[config.mk]
export PLATFORM = sky130hd
export DESIGN_NAME = qltu_ctrl
export DESIGN_NICKNAME = d
export VERILOG_FILES = /design/src/design/qltu_pkg.sv /design/src/design/qltu_ctrl.sv
export SDC_FILE = /design/constraint.sdc
export NUM_CORES = 1
export LEC_CHECK = 0
export BUFFER_PORTS_ARGS = -buffer_cell sky130_fd_sc_hd__buf_2
export CORE_AREA = 2 2 39 41
export CTS_CLUSTER_DIAMETER = 100
export DETAILED_ROUTE_END_ITERATION = 10
export DIE_AREA = 0 0 41 43
export MAX_ROUTING_LAYER = met4
export SLEW_MARGIN = 10
export SYNTH_ARGS = -nofsm -noshare
export SYNTH_HDL_FRONTEND = slang
export SYNTH_SLANG_ARGS = --single-unit
[constraint.sdc]
create_clock -name clk -period 1.63 [get_ports clk]
set_input_delay 0.0815 -clock clk [delete_from_list [all_inputs] [get_ports clk]]
set_output_delay 0.0815 -clock clk [all_outputs]
set_load 0.02 [all_outputs]
[src/design/qltu_pkg.sv]
package qltu_pkg;

    // Default sizes of the table and of one stored Q value.
    localparam int MAX_COLS_DEF   = 16;
    localparam int MAX_ROWS_DEF   = 16;
    localparam int VALUE_BITS_DEF = 32;

    // Field widths fixed by the stream format.
    localparam int POS_W    = 4;
    localparam int ACT_W    = 2;
    localparam int REWARD_W = 32;
    localparam int WVAL_W   = 32;
    localparam int DRAW_W   = 16;
    localparam int RESULT_W = 32;
    localparam int THRESH_W = 17;
    localparam int FRAC_W   = 16;
    localparam int GRID_W   = 5;

    // Width of y*grid_width + x before it is folded into the table.
    localparam int CELL_SUM_W = POS_W + GRID_W;

    // Stream data widths, padded to whole bytes, and stream user widths.
    localparam int IN_DATA_W  = 104;
    localparam int IN_USER_W  = 2;
    localparam int OUT_DATA_W = 40;
    localparam int OUT_USER_W = 2;

    // Configuration port.
    localparam int CFG_INDEX_W = 2;
    localparam int CFG_DATA_W  = 17;

    localparam logic [CFG_INDEX_W-1:0] CFG_EXPLORE  = 2'd0;
    localparam logic [CFG_INDEX_W-1:0] CFG_LEARN    = 2'd1;
    localparam logic [CFG_INDEX_W-1:0] CFG_DISCOUNT = 2'd2;
    localparam logic [CFG_INDEX_W-1:0] CFG_GRID     = 2'd3;

    // Register values after reset.
    localparam logic [THRESH_W-1:0] EXPLORE_RST  = 17'd6554;
    localparam logic [FRAC_W-1:0]   LEARN_RST    = 16'd6554;
    localparam logic [FRAC_W-1:0]   DISCOUNT_RST = 16'd62259;
    localparam logic [GRID_W-1:0]   GRID_RST     = 5'd9;

    // Rounding constant for a Q0.16 multiply: one half of the kept result LSB.
    localparam int ROUND_HALF = 32768;

    typedef enum logic [1:0] {
        MODE_WRITE,
        MODE_CHOOSE,
        MODE_UPDATE,
        MODE_QUERY
    } mode_t;

    typedef enum logic [3:0] {
        ST_IDLE,
        ST_CELL,
        ST_RD_CUR,
        ST_RD_NEXT,
        ST_BEST,
        ST_GMUL,
        ST_DELTA,
        ST_AMUL,
        ST_WRITE,
        ST_RESULT
    } state_t;

    // Commands from the controller to the datapath.
    typedef struct packed {
        logic load_in;
        logic calc_cell;
        logic rd_cur;
        logic rd_next;
        logic take_best;
        logic do_gmul;
        logic do_delta;
        logic do_amul;
        logic do_write;
        logic load_out;
    } cmd_t;

    // Status from the datapath to the controller.
    typedef struct packed {
        mode_t mode;
        logic  out_free;
    } status_t;

endpackage

[src/design/qltu_ctrl.sv]
module qltu_ctrl (
    input  logic               clk,
    input  logic               rst_n,
    input  logic               in_valid,
    output logic               in_ready,
    input  qltu_pkg::status_t  status,
    output qltu_pkg::cmd_t     cmd
);

    qltu_pkg::state_t state_reg;
    qltu_pkg::state_t state_next;

    // State register.
    always_ff @(posedge clk or negedge rst_n)
    begin
        if (!rst_n)
        begin
            state_reg <= qltu_pkg::ST_IDLE;
        end
        else
        begin
            state_reg <= state_next;
        end
    end

    // Sequencing of one transaction through the datapath.
    always_comb
    begin
        state_next = state_reg;
        cmd        = '0;
        in_ready   = 1'b0;
        unique case (state_reg)
            qltu_pkg::ST_IDLE:
            begin
                in_ready = 1'b1;
                if (in_valid)
                begin
                    cmd.load_in = 1'b1;
                    state_next  = qltu_pkg::ST_CELL;
                end
            end
            qltu_pkg::ST_CELL:
            begin
                cmd.calc_cell = 1'b1;
                state_next    = qltu_pkg::ST_RD_CUR;
            end
            qltu_pkg::ST_RD_CUR:
            begin
                cmd.rd_cur = 1'b1;
                state_next = qltu_pkg::ST_RD_NEXT;
            end
            qltu_pkg::ST_RD_NEXT:
            begin
                // The current row arrives here; the next-cell row is fetched.
                cmd.rd_next = 1'b1;
                if (status.mode == qltu_pkg::MODE_UPDATE)
                begin
                    state_next = qltu_pkg::ST_BEST;
                end
                else if (status.mode == qltu_pkg::MODE_WRITE)
                begin
                    state_next = qltu_pkg::ST_WRITE;
                end
                else
                begin
                    state_next = qltu_pkg::ST_RESULT;
                end
            end
            qltu_pkg::ST_BEST:
            begin
                cmd.take_best = 1'b1;
                state_next    = qltu_pkg::ST_GMUL;
            end
            qltu_pkg::ST_GMUL:
            begin
                cmd.do_gmul = 1'b1;
                state_next  = qltu_pkg::ST_DELTA;
            end
            qltu_pkg::ST_DELTA:
            begin
                cmd.do_delta = 1'b1;
                state_next   = qltu_pkg::ST_AMUL;
            end
            qltu_pkg::ST_AMUL:
            begin
                cmd.do_amul = 1'b1;
                state_next  = qltu_pkg::ST_WRITE;
            end
            qltu_pkg::ST_WRITE:
            begin
                cmd.do_write = 1'b1;
                state_next   = qltu_pkg::ST_RESULT;
            end
            qltu_pkg::ST_RESULT:
            begin
                // Hold until the output register can take the result.
                if (status.out_free)
                begin
                    cmd.load_out = 1'b1;
                    state_next   = qltu_pkg::ST_IDLE;
                end
            end
            default:
            begin
                state_next = qltu_pkg::ST_IDLE;
            end
        endcase
    end

endmodule

==> flow_summary.toml <==
[outcome]
status = "complete, no violations"

[global_routing]
grt_overflow = 0
grtUsageTotal_pct = 11.7
grt_pass1_wl_um = 1280
antenna_found_initial = 0
grt_max_degree = 11
grt_pass1_vias = 313

[cts]
clock_latency_ps = 230
cts_buffer_depth = 2
cts_made_buffers = 3
cts_tree = "yes"
post_cts_buffers = 0
htreeDepth = 1
clkTransAtPathRegs_ps = 40
clock_sinks = 4
cts_root_buffer = "clkbuf_4"

[run]
max_cap_violations = 0

[power]
sw_frac_of_total_pct = 51.5
vdd_ir_drop_max_uv = 639
power_frac_comb_pct = 53.6
p_per_area_mw_per_mm2 = 2190
intPower_w = 0.000450
power_frac_seq_pct = 33.3
p_sw_w = 0.000478
leakage_nw = 0.208
p_clk_share_pct = 13.1

[critical_path]
slowest_stage = "dfrtp_1"
cp_max_fo = 9
setup.worst_path.end_class = "output port"
criticalPathCategory = "register to output port"
crit_chain = "nand2b_1 -> nor3_1 -> buf_2"
crit_buf_inv = 1
critical-path-max-stage-delay_ps = 500
cp-start-kind = "register"
crit_family = "flip-flops"
cp.required_ps = 1550
crit_arrival_ps = 1400

[placed_design]
port_buffers = 16
dpl.hpwl_um = 582
placed_area_um2 = 390
place.gp.congestion = 0.766
place_ws_ps = 390
dp.cells = 66

[route]
vias_per_cell = 4.57
wirelength_um = 762
drt-initial-drc-count = 2
drcViolationCount = 0
routed-via-count = 320
avgRoutedWirePerCell_um = 10.9
dr.pass1.iters = 3
antenna_left = 0

[final_layout]
layout-drive-gt1-share_pct = 42.6
antenna_cells = 0
fin_cells = 70
final_nets = 62
largest_reg_flops = 4
area_growth_pct = 30.0
design_area_um2 = 423

[synth]
synth_commonest_cells = "8 x nor3_1, 4 x dfrtp_1"
netlist.area_leader.share_pct = 30.8
yosysWarnings = 0
synth_nets = 44
yosys_register_bits = 4
syn_inst = 38
synth_area_per_cell_um2 = 8.56
yosys.area.top_type = "dfrtp_1"
syn-cell-area_um2 = 325
synth_most_common_cell = "nor3_1"
async_flop_share_pct = 100
synth_area_leaders = "dfrtp_1 31%, nor3_1 12%, buf_6 6.9%"
synth_ff_type = "dfrtp_1"
synth-edff-count = 0
ys_seq_area_share_pct = 30.8
yosysUniqueCellTypes = 18

[hold_path]
min_path_type = "input pin to register"

[floorplanning]
initial_core_util_pct = 23.5
fp.dieArea_mm2 = 0.00176
pin_count = 17
die_x_um = 41
core_mm2 = 0.00138
rows = 14
die_y_um = 43

[sta]
post-route-min-period_ps = 1480
skew_ps = 0.680
maxSlewViolCount = 0
timing.fmax_ghz = 0.677
finalHoldViolations = 0
rsz0062_at_grt = "no"
tightest_slew_ps = 404
slew_headroom_pct = 73.1
setup_ws_ps = 153
fin_tns_setup_ps = 0
setup_viol = 0
period_share_pct = 90.6
[worst paths after layout]
path	from	endpoint	slack, ps	depth (start not counted)
setup / recovery	state_reg[1]	cmd[0]	150	3
hold / removal	status[1]	state_reg[2]	170	4
setup reg to reg	state_reg[2]	state_reg[3]	440	3
hold reg to reg	state_reg[3]	state_reg[2]	700	1
max in group asynchronous	rst_n	state_reg[3]	1330	2
min in group asynchronous	rst_n	state_reg[2]	180	2
[layout make-up]
type,count,area (um2)
timing repair buffer,17,90.1
sequential,4,100
multi-input combinational,28,183
clock buffer,3,22.5
fill,151,961
tap,16,20.0
inverter,2,7.51
[layout by cell type (no fill, tap or decap), drive strengths merged, types with 2 or more instances in the layout]
cell type   n
dfrtp       4
nor2        3
nand2       3
a21oi       3
inv         2
nand2b      4
nor3        8
buf        16
clkbuf      3
[power by group through the flow]
stage	clock [W]	sequential, W	combinational (W)
2_1_floorplan	0	0.000164	0.000564
3_3_place_gp	0	0.000304	0.000497
3_5_place_dp	0	0.000307	0.000502
4_1_cts	0.000127	0.000306	0.000504
5_1_grt	0.000136	0.000329	0.000544
6_report	0.000122	0.000309	0.000498
[layer usage]
layer / vias to the layer above / wire length (um) / track usage, %
li1: 162 / - / -
met1: 143 / 332 / 13.3
met2: 13 / 371 / 15.0
met3: 2 / 44 / 3.14
met4: 0 / 14 / 12.0
met5: - / 0 / -
[kinds of logic (layout without fill, tap and decap cells)]
family                 after synthesis  count (layout)  synth area share (%)
and+or+nand+nor                     23              23                  45.0
AOI/OAI and AO/OA                    5               5                  11.2
DFF                                  4               4                  30.8
buffers and inverters                6              22                  13.1
[worst reg2reg max path: cells and delay by family, from the launching register on]
kind	cells	cell delay [ps]
simple gates	2	470
flops	1	550
compound gates	1	50
[per-stage QoR]
step | hold slack (ps) | utilization (%) | total power, W
floorplan | -214 | - | 0.000728
global placement | -107 | 28.2 | 0.000801
detailed placement | -111 | 28.2 | 0.000809
CTS | 160 | 30.6 | 0.000938
global route | 167 | 30.6 | 0.00101
finish | 168 | 30.6 | 0.000928
[what timing repair did]
action,CTS,global route
endpoints found under the setup margin,0,0
gates resized for setup,0,0
hold endpoints to repair,4,0
hold buffers,1,0
No activity file was read; power rests on OpenSTA's default activity.
